$ cat src/hw/rtl/rhsv_pkg.sv
// Shared package for the RGB to HSV pixel unit.
// Holds default widths, the queue depth and the queue status type.
// No dependencies.
package rhsv_pkg;

    localparam int CHANNEL_BITS_DEF  = 8;
    localparam int FRACTION_BITS_DEF = 16;
    localparam int QUEUE_DEPTH       = 2;

    typedef struct packed {
        logic empty;
        logic full;
    } q_status_t;

endpackage

$ cat src/hw/rtl/rhsv_front.sv
// Front end of the RGB to HSV pixel unit: finds max, min and chroma, picks the
// hue sector and forms the dividends and divisors for the back end.
// Depends on rhsv_pkg.
module rhsv_front
    import rhsv_pkg::*;
#(
    parameter int CHANNEL_BITS  = CHANNEL_BITS_DEF,
    parameter int FRACTION_BITS = FRACTION_BITS_DEF,
    localparam int HNW = CHANNEL_BITS + 3,
    localparam int IW  = 3 * CHANNEL_BITS + FRACTION_BITS + 2 * HNW
)
(
    input  logic [CHANNEL_BITS-1:0] red,
    input  logic [CHANNEL_BITS-1:0] green,
    input  logic [CHANNEL_BITS-1:0] blue,
    output logic [IW-1:0]           item
);

    localparam int SNW = CHANNEL_BITS + FRACTION_BITS;

    logic [CHANNEL_BITS-1:0] vmax;
    logic [CHANNEL_BITS-1:0] vmin;
    logic [CHANNEL_BITS-1:0] chroma;
    logic [CHANNEL_BITS-1:0] sat_den;
    logic [SNW-1:0]          sat_num;
    logic [HNW-1:0]          r_x;
    logic [HNW-1:0]          g_x;
    logic [HNW-1:0]          b_x;
    logic [HNW-1:0]          c_x;
    logic [HNW-1:0]          c6;
    logic [HNW-1:0]          hue_num;
    logic [HNW-1:0]          hue_den;

    always_comb
    begin
        vmax = red;
        vmin = red;
        if (green > vmax) vmax = green;
        if (blue > vmax)  vmax = blue;
        if (green < vmin) vmin = green;
        if (blue < vmin)  vmin = blue;
    end

    assign chroma = vmax - vmin;

    // chroma * (2^F - 1) written as a shift and a subtract.
    assign sat_num = {chroma, {FRACTION_BITS{1'b0}}} - SNW'(chroma);
    assign sat_den = (vmax == '0) ? CHANNEL_BITS'(1) : vmax;

    assign r_x = HNW'(red);
    assign g_x = HNW'(green);
    assign b_x = HNW'(blue);
    assign c_x = HNW'(chroma);
    assign c6  = (c_x << 2) + (c_x << 1);

    // Hue numerator in sixths of a turn scaled by chroma; lies in 0 .. 6C-1.
    always_comb
    begin
        if (vmax == red) begin
            if (green >= blue)
                hue_num = g_x - b_x;
            else
                hue_num = c6 - (b_x - g_x);
        end
        else if (vmax == green) begin
            hue_num = (c_x << 1) + b_x - r_x;
        end
        else begin
            hue_num = (c_x << 2) + r_x - g_x;
        end
    end

    // A gray pixel has a zero numerator; a divisor of one keeps the quotient zero.
    assign hue_den = (chroma == '0) ? HNW'(1) : c6;

    assign item = {vmax, sat_den, sat_num, hue_num, hue_den};

endmodule

$ cat src/hw/rtl/rhsv_queue.sv
// Short item queue between the front and back ends of the pixel unit.
// Flop-based, fall-through read. Depends on rhsv_pkg.
module rhsv_queue
    import rhsv_pkg::*;
#(
    parameter int W = 8
)
(
    input  logic         clk,
    input  logic         rst_n,
    input  logic         push,
    input  logic [W-1:0] push_data,
    input  logic         pop,
    output logic [W-1:0] head,
    output q_status_t    status
);

    localparam int PW = (QUEUE_DEPTH > 1) ? $clog2(QUEUE_DEPTH) : 1;
    localparam int CW = $clog2(QUEUE_DEPTH + 1);

    logic [W-1:0]  slot_reg [QUEUE_DEPTH];
    logic [PW-1:0] wr_ptr_reg;
    logic [PW-1:0] wr_ptr_next;
    logic [PW-1:0] rd_ptr_reg;
    logic [PW-1:0] rd_ptr_next;
    logic [CW-1:0] count_reg;
    logic [CW-1:0] count_next;
    logic          do_push;
    logic          do_pop;

    assign status.empty = (count_reg == '0);
    assign status.full  = (count_reg == CW'(QUEUE_DEPTH));
    assign do_push      = push && !status.full;
    assign do_pop       = pop && !status.empty;
    assign head         = slot_reg[rd_ptr_reg];

    always_comb
    begin
        wr_ptr_next = wr_ptr_reg;
        rd_ptr_next = rd_ptr_reg;
        count_next  = count_reg;
        if (do_push)
            wr_ptr_next = (wr_ptr_reg == PW'(QUEUE_DEPTH - 1)) ? '0 : wr_ptr_reg + 1'b1;
        if (do_pop)
            rd_ptr_next = (rd_ptr_reg == PW'(QUEUE_DEPTH - 1)) ? '0 : rd_ptr_reg + 1'b1;
        if (do_push && !do_pop)
            count_next = count_reg + 1'b1;
        else if (do_pop && !do_push)
            count_next = count_reg - 1'b1;
    end

    always_ff @(posedge clk or negedge rst_n)
    begin
        if (!rst_n) begin
            wr_ptr_reg <= '0;
            rd_ptr_reg <= '0;
            count_reg  <= '0;
        end
        else begin
            wr_ptr_reg <= wr_ptr_next;
            rd_ptr_reg <= rd_ptr_next;
            count_reg  <= count_next;
        end
    end

    always_ff @(posedge clk)
    begin
        if (do_push)
            slot_reg[wr_ptr_reg] <= push_data;
    end

endmodule

$ cat src/hw/rtl/rhsv_div_pipe.sv
// Pipelined restoring divider: one quotient bit per stage, QW stages.
// The initial remainder must be below the divisor. Depends on rhsv_pkg.
module rhsv_div_pipe
    import rhsv_pkg::*;
#(
    parameter int DW = 8,
    parameter int QW = 16
)
(
    input  logic          clk,
    input  logic [DW-1:0] rem_in,
    input  logic [QW-1:0] low_in,
    input  logic [DW-1:0] den_in,
    output logic [QW-1:0] quo
);

    logic [DW-1:0] rem_reg [QW];
    logic [QW-1:0] low_reg [QW];
    logic [QW-1:0] quo_reg [QW];
    logic [DW-1:0] den_reg [QW];

    for (genvar s = 0; s < QW; s++) begin : g_stage
        logic [DW-1:0] rem_i;
        logic [QW-1:0] low_i;
        logic [QW-1:0] quo_i;
        logic [DW-1:0] den_i;
        logic [DW:0]   trial;
        logic [DW:0]   diff;
        logic          ge;
        logic [DW-1:0] rem_next;

        if (s == 0) begin : g_first
            assign rem_i = rem_in;
            assign low_i = low_in;
            assign quo_i = '0;
            assign den_i = den_in;
        end
        else begin : g_rest
            assign rem_i = rem_reg[s-1];
            assign low_i = low_reg[s-1];
            assign quo_i = quo_reg[s-1];
            assign den_i = den_reg[s-1];
        end

        assign trial    = {rem_i, low_i[QW-1]};
        assign diff     = trial - {1'b0, den_i};
        assign ge       = (trial >= {1'b0, den_i});
        assign rem_next = ge ? diff[DW-1:0] : trial[DW-1:0];

        always_ff @(posedge clk)
        begin
            rem_reg[s] <= rem_next;
            low_reg[s] <= low_i << 1;
            quo_reg[s] <= {quo_i[QW-2:0], ge};
            den_reg[s] <= den_i;
        end
    end

    assign quo = quo_reg[QW-1];

endmodule

$ cat src/hw/rtl/rhsv_back.sv
// Back end of the RGB to HSV pixel unit: two pipelined dividers for hue and
// saturation with matching valid and brightness delay lines.
// Depends on rhsv_pkg and rhsv_div_pipe.
module rhsv_back
    import rhsv_pkg::*;
#(
    parameter int CHANNEL_BITS  = CHANNEL_BITS_DEF,
    parameter int FRACTION_BITS = FRACTION_BITS_DEF,
    localparam int HNW = CHANNEL_BITS + 3,
    localparam int IW  = 3 * CHANNEL_BITS + FRACTION_BITS + 2 * HNW
)
(
    input  logic                     clk,
    input  logic                     rst_n,
    input  logic                     take,
    input  logic [IW-1:0]            item,
    output logic                     done,
    output logic [FRACTION_BITS-1:0] hue,
    output logic [FRACTION_BITS-1:0] saturation,
    output logic [CHANNEL_BITS-1:0]  brightness
);

    localparam int SNW    = CHANNEL_BITS + FRACTION_BITS;
    localparam int QW_LEN = FRACTION_BITS;

    logic [CHANNEL_BITS-1:0] vmax;
    logic [CHANNEL_BITS-1:0] sat_den;
    logic [SNW-1:0]          sat_num;
    logic [HNW-1:0]          hue_num;
    logic [HNW-1:0]          hue_den;
    logic [QW_LEN-1:0]       vld_reg;
    logic [CHANNEL_BITS-1:0] brt_reg [QW_LEN];

    assign {vmax, sat_den, sat_num, hue_num, hue_den} = item;

    rhsv_div_pipe #(
        .DW (CHANNEL_BITS),
        .QW (FRACTION_BITS)
    ) u_sat_div (
        .clk    (clk),
        .rem_in (sat_num[SNW-1:FRACTION_BITS]),
        .low_in (sat_num[FRACTION_BITS-1:0]),
        .den_in (sat_den),
        .quo    (saturation)
    );

    rhsv_div_pipe #(
        .DW (HNW),
        .QW (FRACTION_BITS)
    ) u_hue_div (
        .clk    (clk),
        .rem_in (hue_num),
        .low_in ('0),
        .den_in (hue_den),
        .quo    (hue)
    );

    always_ff @(posedge clk or negedge rst_n)
    begin
        if (!rst_n)
            vld_reg <= '0;
        else
            vld_reg <= {vld_reg[QW_LEN-2:0], take};
    end

    always_ff @(posedge clk)
    begin
        brt_reg[0] <= vmax;
        for (int i = 1; i < QW_LEN; i++)
            brt_reg[i] <= brt_reg[i-1];
    end

    assign done       = vld_reg[QW_LEN-1];
    assign brightness = brt_reg[QW_LEN-1];

endmodule

$ cat src/hw/rtl/rgb_to_hsv_pixel_unit.sv
// Top level of the RGB to HSV pixel unit.
// Depends on rhsv_pkg, rhsv_front, rhsv_queue, rhsv_div_pipe and rhsv_back.
//
// Usage: an item is one RGB pixel on red, green and blue. It is taken at a
// rising clock edge where start is high and busy is low. Each item yields
// exactly one result: hue and saturation as unsigned fractions of
// FRACTION_BITS bits and brightness as the channel maximum. A result is shown
// on hue, saturation and brightness for one cycle with done high; the
// receiver cannot hold it off.
//
// Throughput is one item per clock. The front end classifies a pixel
// combinationally and writes it into a two-entry queue; the back end pops
// an item whenever the queue holds one, into two pipelined dividers that
// resolve one quotient bit per stage. From the accepting edge, an item is
// held in a queue slot and then passes through the divider stages, whose
// depth sets the delay to its result. Since the back end never stalls, the
// queue holds at most one item and busy stays low in normal operation; it
// rises only if the queue were full.
// Reset clears the queue and the valid pipeline; items in flight are dropped
// and no done strobe appears until a new item is accepted.
module rgb_to_hsv_pixel_unit
    import rhsv_pkg::*;
#(
    parameter int CHANNEL_BITS  = CHANNEL_BITS_DEF,
    parameter int FRACTION_BITS = FRACTION_BITS_DEF
)
(
    input  logic                     clk,
    input  logic                     rst_n,
    input  logic                     start,
    output logic                     busy,
    input  logic [CHANNEL_BITS-1:0]  red,
    input  logic [CHANNEL_BITS-1:0]  green,
    input  logic [CHANNEL_BITS-1:0]  blue,
    output logic                     done,
    output logic [FRACTION_BITS-1:0] hue,
    output logic [FRACTION_BITS-1:0] saturation,
    output logic [CHANNEL_BITS-1:0]  brightness
);

    localparam int HNW = CHANNEL_BITS + 3;
    localparam int IW  = 3 * CHANNEL_BITS + FRACTION_BITS + 2 * HNW;
    localparam int LAT = FRACTION_BITS + 1;

    logic [IW-1:0] front_item;
    logic [IW-1:0] head_item;
    q_status_t     q_status;
    logic          accept;
    logic          take;

    assign busy   = q_status.full;
    assign accept = start && !busy;

    // The back end drains the queue whenever it holds an item.
    assign take = !q_status.empty;

    rhsv_front #(
        .CHANNEL_BITS  (CHANNEL_BITS),
        .FRACTION_BITS (FRACTION_BITS)
    ) u_front (
        .red   (red),
        .green (green),
        .blue  (blue),
        .item  (front_item)
    );

    rhsv_queue #(
        .W (IW)
    ) u_queue (
        .clk       (clk),
        .rst_n     (rst_n),
        .push      (accept),
        .push_data (front_item),
        .pop       (take),
        .head      (head_item),
        .status    (q_status)
    );

    rhsv_back #(
        .CHANNEL_BITS  (CHANNEL_BITS),
        .FRACTION_BITS (FRACTION_BITS)
    ) u_back (
        .clk        (clk),
        .rst_n      (rst_n),
        .take       (take),
        .item       (head_item),
        .done       (done),
        .hue        (hue),
        .saturation (saturation),
        .brightness (brightness)
    );

    // Every accepted item comes out as exactly one done strobe, and nothing else does.
    a_latency : assert property (@(posedge clk) disable iff (!rst_n)
        done == $past(start && !busy && rst_n, LAT))
        else $error("done strobe does not match an accepted item");

    // The back end pops an item whenever the queue holds one, so the queue never fills.
    a_never_full : assert property (@(posedge clk) disable iff (!rst_n)
        !busy)
        else $error("item queue filled up");

    // A black pixel has zero hue and zero saturation.
    a_black : assert property (@(posedge clk) disable iff (!rst_n)
        (done && (brightness == '0)) |-> ((hue == '0) && (saturation == '0)))
        else $error("black pixel gave nonzero hue or saturation");

endmodule
$ cat config.mk
export PLATFORM = sky130hd
export DESIGN_NAME = rgb_to_hsv_pixel_unit
export DESIGN_NICKNAME = d
export VERILOG_FILES = /design/src/hw/rtl/rhsv_pkg.sv /design/src/hw/rtl/rhsv_front.sv /design/src/hw/rtl/rhsv_queue.sv /design/src/hw/rtl/rhsv_div_pipe.sv /design/src/hw/rtl/rhsv_back.sv /design/src/hw/rtl/rgb_to_hsv_pixel_unit.sv
export SDC_FILE = /design/constraint.sdc
export NUM_CORES = 2
export LEC_CHECK = 0
export BUFFER_PORTS_ARGS = -buffer_cell sky130_fd_sc_hd__buf_4
export CORE_MARGIN = 2
export CORE_UTILIZATION = 30
export CTS_CLUSTER_SIZE = 24
export DETAILED_ROUTE_END_ITERATION = 8
export GPL_TIMING_DRIVEN = 0
export PLACE_DENSITY = 0.41
export SYNTH_ARGS = -nofsm -noshare
export SYNTH_HDL_FRONTEND = slang
export SYNTH_SLANG_ARGS = --single-unit
$ cat constraint.sdc
create_clock -name clk -period 5.2 [get_ports clk]
set_input_delay 0.52 -clock clk [delete_from_list [all_inputs] [get_ports clk]]
set_output_delay 0.52 -clock clk [all_outputs]
set_load 0.01 [all_outputs]
Word level (Yosys, flattened, before mapping):

Memories as Yosys holds them, arrays and structs flattened.
Index checks and enable logic that the tools add are counted.

* bits of input ports: 27
* bits in read-only memories: 0
* memories kept: 10
* latch bits: 0
* output and inout port bits: 42
* bits in registers: 20
* memory bits (writable): 1852

Memory list
* u_back.u_hue_div.quo_reg: depth 16, width 16, read ports 16, clocked after memory_dff 0, write ports 16, RTL line rhsv_div_pipe.sv:19 `logic [QW-1:0] quo_reg [QW];`
* u_back.u_sat_div.quo_reg: depth 16, width 16, read ports 16, clocked after memory_dff 0, write ports 16, RTL line rhsv_div_pipe.sv:19
* u_back.u_hue_div.low_reg: depth 16, width 15, read ports 15, clocked after memory_dff 0, write ports 16, RTL line rhsv_div_pipe.sv:18 `logic [QW-1:0] low_reg [QW];`
* u_back.u_sat_div.low_reg: depth 16, width 15, read ports 15, clocked after memory_dff 0, write ports 16, RTL line rhsv_div_pipe.sv:18
* u_back.u_hue_div.den_reg: depth 16, width 11, read ports 15, clocked after memory_dff 0, write ports 16, RTL line rhsv_div_pipe.sv:20 `logic [DW-1:0] den_reg [QW];`
* u_back.u_hue_div.rem_reg: depth 16, width 11, read ports 15, clocked after memory_dff 0, write ports 16, RTL line rhsv_div_pipe.sv:17 `logic [DW-1:0] rem_reg [QW];`
* 4 more memories

* shifts and indexed selects: 0
* equal/unequal tests: 3
* reduce and logical (&&, ||, !) cells: 11
* mux-type cells: 47
* bitwise logic cells: 0
* add/sub/neg operators: 46
* $lt $le $gt $ge: 37
* div/mod/pow operators: 0
* $mul: 0

Operators with widths (count)
* 2-to-1 mux 11 bit: 20
* >= comparator 12 x 11 -> 1 bit: 16
* subtractor 11 bit: 17
* 2-to-1 mux 8 bit: 21
* >= comparator 9 x 8 -> 1 bit: 16
* subtractor 8 bit: 17
* subtractor 24 x 8 -> 24 bit: 1
* subtractor 11 x 8 -> 11 bit: 2
* subtractor 8 x 8 -> 9 bit: 2
* equality test 8 bit: 2
* > comparator 8 bit: 2
* zero test 8 bit: 2
* less-than comparator 8 bit: 2
* adder 10 x 8 -> 11 bit: 1
* adder 10 x 9 -> 11 bit: 1
* adder 9 x 8 -> 10 bit: 1
* >= comparator 8 bit: 1
* logical AND 1 bit: 4
* 2-to-1 mux 1 bit: 4
* 2-to-1 mux 2 bit: 2
* zero test 1 bit: 3
* adder 1 bit, second input constant: 2
* adder 2 x 1 -> 2 bit, second input constant: 1
* equality test 2 bit, second input constant: 1
* other kinds (3): 3

Logic depth before layout (Yosys ltp):

* depth after elaboration: 9
* mapped depth: 46
* mapped depth without buffers: 42

Hierarchy:

From an unflattened synthesis, not the netlist that was laid out.

* cell total of the unflattened synthesis: 4537
* area total of the unflattened synthesis: 52158.8 µm²

Modules (own cells, without submodules)
* rhsv_div_pipe (u_back.u_hue_div): area an instance 22018.6 µm², cells each 2042, times used 1, seq. area each 11731.3 µm²
* rhsv_div_pipe (u_back.u_sat_div): area an instance 17176.5 µm², cells each 1466, times used 1, seq. area each 9929.5 µm²
* rhsv_front: area an instance 5008.6 µm², cells each 670, times used 1, seq. area each 0.0 µm²
* rhsv_queue: area an instance 4971.0 µm², cells each 212, times used 1, seq. area each 3823.7 µm²
* rhsv_back: area an instance 2966.6 µm², cells each 145, times used 1, seq. area each 2962.8 µm²
* rgb_to_hsv_pixel_unit: area an instance 17.5 µm², cells each 2, times used 1, seq. area each 0.0 µm²

Least setup slack after synthesis:

OpenSTA, ideal clock, no wires.

* path type: input -> register
* from: in red[1]
* to: mem u_queue.slot_reg[0][21] in the netlist's numbering, data pin
* path buffers: 3
* data required time: 4.925 ns
* library setup time: 0.275 ns
* stages: 43
* arrival: 8.320 ns
* slack: -3.394 ns
* cell sequence: inv_1 > ha_1 > nor2b_1 > o211ai_2 > a211oi_2 > nor2_1 > clkbuf_1 > nor2_1 > a21oi_1 > ha_1 > o211a_1 > a31o_1 > a21oi_1 > o31ai_1 > a22oi_4 > buf_2 > nand2_1 > o21ai_1 > (+7 left out) > a21oi_1 > nor2_1 > and4_1 > nor4_1 > o311ai_4 > and3_1 > buf_4 > xor2_1 > ha_1 > a21oi_1 > o21bai_1 > a21oi_1 > xnor2_1 > nand2_1 > a211oi_1 > mux2i_1 > nand3_1 > a21oi_1

* word-level cells in the longest chain between the ends: 9

Ends and longest elaborated chain
* start: declaration: RTL line rgb_to_hsv_pixel_unit.sv:32 `input logic [CHANNEL_BITS-1:0] red,`
* > comparator 8 bit: RTL line rhsv_front.sv:38 `if (green > vmax) vmax = green;`
* 2-to-1 mux 8 bit *: RTL line rhsv_front.sv:38
* > comparator 8 bit: RTL line rhsv_front.sv:39 `if (blue > vmax) vmax = blue;`
* 2-to-1 mux 8 bit *: RTL line rhsv_front.sv:39
* via front_item[55]: RTL line rgb_to_hsv_pixel_unit.sv:45 `logic [IW-1:0] front_item;`
* subtractor 8 bit: RTL line rhsv_front.sv:44 `assign chroma = vmax - vmin;`
* adder 10 x 8 -> 11 bit (tied with other cells): RTL line rhsv_front.sv:69 `hue_num = (c_x << 2) + r_x - g_x;`
* subtractor 11 x 8 -> 11 bit (tied with other cells): RTL line rhsv_front.sv:69
* 2-to-1 mux 11 bit, on equally long branches: RTL line rhsv_front.sv:65, rhsv_front.sv:60
* 2-to-1 mux 11 bit *: RTL line rhsv_front.sv:59 `if (vmax == red) begin`
* via front_item[21]: RTL line rgb_to_hsv_pixel_unit.sv:45
* end: declaration: RTL line rhsv_queue.sv:21 `logic [W-1:0] slot_reg [QUEUE_DEPTH];`

The timed path passes the listed nets; every way through them passes the cells marked *.

Worst setup path after layout:

* from: in red[6]
* to: mem u_queue.slot_reg[1][21] in the netlist's numbering, data pin

* word-level cells in the longest chain between the ends: 9

Ends and longest elaborated chain (RTL line)
* > comparator 8 bit / less-than comparator 8 bit (equally long branches): rhsv_front.sv:38, rhsv_front.sv:40
* 2-to-1 mux 8 bit, on equally long branches: rhsv_front.sv:38, rhsv_front.sv:40
* > comparator 8 bit / less-than comparator 8 bit (equally long branches): rhsv_front.sv:39, rhsv_front.sv:41
* 2-to-1 mux 8 bit, on equally long branches: rhsv_front.sv:39, rhsv_front.sv:41
* subtractor 8 bit: rhsv_front.sv:44
* adder 10 x 8 -> 11 bit (tied with other cells): rhsv_front.sv:69
* subtractor 11 x 8 -> 11 bit (tied with other cells): rhsv_front.sv:69
* 2-to-1 mux 11 bit, on equally long branches: rhsv_front.sv:65, rhsv_front.sv:60
* 2-to-1 mux 11 bit *: rhsv_front.sv:59
* via front_item[21]: rgb_to_hsv_pixel_unit.sv:45

Marks and branches as above.

==> results.py <==
metrics = {
    "outcome": {
        "status": "finished with violations",
        "violations": "negative setup slack",
    },
    "drt": {
        "wl_per_cell_um": 13.5,
        "route.vias.total": 29100,
        "routed_via_density": 4.27,
        "ant_nets": 0,
        "drcViolationCount": 0,
        "first_pass_iters": 5,
        "drt_iter0_drc": 1091,
        "wl_mm": 91.7,
    },
    "cells_and_area": {
        "finalInstanceArea_mm2": 0.0571,
        "syn2layout_area_growth_pct": 22.7,
        "final_common_cell": "dfxtp_1",
        "fillerInstances": 15209,
        "mostFrequentLayoutCells": "1,087 x dfxtp_1, 477 x inv_1, 363 x ha_1, 344 x o21ai_0, 301 x nand2_1",
        "drive_gt1_frac": 0.152,
        "final_util": 0.370,
        "nets": 5123,
    },
    "worst_setup_path": {
        "slowest_stage": "fa_2",
        "path_delay_family": "compound AO/OA/AOI/OAI gates",
        "crit_path_start_kind": "input pin",
        "max_stage_delay_ps": 660,
        "worst-path-buf-inv": 7,
        "worstSetupEndpointType": "flop",
        "cpMostUsedCell": "ha_4",
        "crit_type": "input pin to flop",
        "cp_max_fo": 5,
        "cp.required_ps": 5670,
        "worst-endpoint-arrival_ps": 7660,
    },
    "die": {
        "dieHeight_um": 398,
        "rows": 144,
        "io_pins": 69,
        "dieArea_mm2": 0.158,
        "coreArea_mm2": 0.154,
        "die_x_um": 398,
        "initial_core_util": 0.302,
    },
    "worst_hold_path": {
        "hold_class": "input pin to flop",
    },
    "timing": {
        "min_period_ps": 7190,
        "finalMaxSlewViolations": 0,
        "max_freq_mhz": 139,
        "hold_viol": 0,
        "final.setup_skew_ps": 17.9,
        "tightest_slew_ps": 898,
        "post-route-period-util": 1.38,
        "setup_viol": 76,
        "setup_slack_ps": -1990,
        "max_slew_margin": 0.386,
        "tns_ps": -56880,
        "rsz0062_at_grt": "yes",
    },
    "synth": {
        "syn-mean-instance-area_um2": 10.8,
        "synth.area.top_cells": "dfxtp_1 47%, ha_1 11%, edfxtp_1 7.9%",
        "synth_area_mm2": 0.0465,
        "synth-seq-area-share": 0.557,
        "synth-seq-cells": 1229,
        "synth_cell_types": 82,
        "syn_nets": 4769,
        "yosysWarnings": 0,
        "syn_inst": 4300,
        "yosysTopAreaCellShare": 0.468,
        "synth_top_area_cell": "dfxtp_1",
        "synth-edff-count": 122,
        "synthFlopType": "dfxtp_1",
        "synthArstFlopShare": 0.0163,
    },
    "placed_design": {
        "placed_area_mm2": 0.0500,
        "hpwl_mm": 66.9,
        "port_buffers": 68,
        "gp_congestion": 0.795,
    },
    "clock_tree": {
        "cts_tree": "built",
        "clock_sinks": 1229,
        "clockRootBuffer": "clkbuf_16",
        "cts_buffers": 139,
        "cts.clk_slew.worst_paths_ps": 50,
        "htreeDepth": 4,
        "clk_path_buf_depth": 3,
        "clkLatencyLatePin_ps": 750,
    },
    "global_route": {
        "grt_pass1_wl_mm": 152,
        "antenna_found_initial": 2,
        "grt_max_degree": 38,
        "grt_pass1_vias": 29899,
        "grt_usage": 0.118,
        "grt_overflow": 0,
    },
    "flow_run": {
        "drv_cap": 0,
    },
}
[worst paths after layout]
| kind | from | endpoint | slack [ps] | depth (start not counted) |
|---|---|---|---|---|
| worst min register to register | u_back.u_hue_div.quo_reg[1][37]$_DFF_P_ | u_back.u_hue_div.quo_reg[1][54]$_DFF_P_ | 310 | 0 |
| worst max register to register | u_queue.rd_ptr_reg$_DFFE_PN0N_ | u_back.u_hue_div.rem_reg[0][3]$_DFF_P_ | 480 | 20 |
| worst min-delay path | start | u_queue.wr_ptr_reg$_DFFE_PN0P_ | 170 | 3 |
| worst max-delay path | red[6] | u_queue.slot_reg[1][21]$_DFFE_PP_ | -1990 | 42 |
| min in group asynchronous | rst_n | u_back.vld_reg[0]$_DFF_PN0_ | 180 | 2 |
| max in group asynchronous | rst_n | u_back.vld_reg[6]$_DFF_PN0_ | 4810 | 2 |
[through the flow]
step	std cells	setup slack, ps	hold slack [ps]
2_1_floorplan	4300	-2420	224
3_3_place_gp	6412	-4060	310
3_5_place_dp	6415	-4110	312
4_1_cts	6763	-1920	81.5
5_1_grt	6806	-2260	130
6_report	6808	-1990	168
[routing by layer]
metal / global-route usage / vias to the layer above / share of wire
met2: 0.196 / 329 / 0.47
li1: - / 15180 / -
met4: 0.0402 / 0 / 0.026
met3: 0.0279 / 157 / 0.036
met5: 0 / - / 0
met1: 0.151 / 13434 / 0.47
[synthesized netlist by cell type (16+ instances only)]
library cell	number
o21ai_0	359
o211a_1	33
nand3_1	17
xor2_1	75
nand2_1	311
dfrtp_1	20
a21oi_1	111
mux2_2	46
nand4_1	66
a21o_1	84
nor2_1	205
edfxtp_1	122
nor2b_1	95
ha_1	398
inv_1	496
nand2b_1	120
o31ai_1	117
xnor2_1	101
and2_1	95
a21boi_0	16
fa_1	44
mux2i_1	36
dfxtp_1	1087
or4_1	32
clkbuf_1	60
[final cells by class]
cell class / instances / area (um2) / share of cell area
antenna: 2 / 5.00 / 0.0000877
buffer: 75 / 410 / 0.00719
clock buffer: 190 / 4010 / 0.0702
clock inverter: 59 / 552 / 0.00967
inverter: 500 / 1940 / 0.0340
multi-input combinational: 2493 / 19800 / 0.346
sequential: 1229 / 25900 / 0.454
tap: 2044 / 2560 / 0.0448
timing repair buffer: 216 / 1920 / 0.0336
[kinds of logic after synthesis]
logic type                 count (synthesis)  share of synthesized area
adders and majority gates                445                      0.127
xor gates and xnor gates                 179                     0.0345
buffers and inverters                    578                     0.0476
muxes                                     84                     0.0195
AOI/OAI and AO/OA                        798                      0.108
and+or+nand+nor                          987                      0.106
DFF                                     1229                      0.557
[tightest hold or removal path: cells and delay by family]
kind | cells | cell delay [ps]
xor gates and xnor gates | 1 | 90
and+or+nand+nor | 1 | 150
buffers and inverters | 1 | 110
[timing repair]
item                       in CTS  in global routing
cloned                          1                  1
gates resized for setup       181                124
buffers inserted               99                 45
pin swaps                      70                 63
setup endpoints to repair     107                101
hold buffers                    1                  0
hold endpoints to repair       20                  0
Power is not shown: default switching activity piles up to over one toggle a cycle in this logic, so the estimate is an artifact.
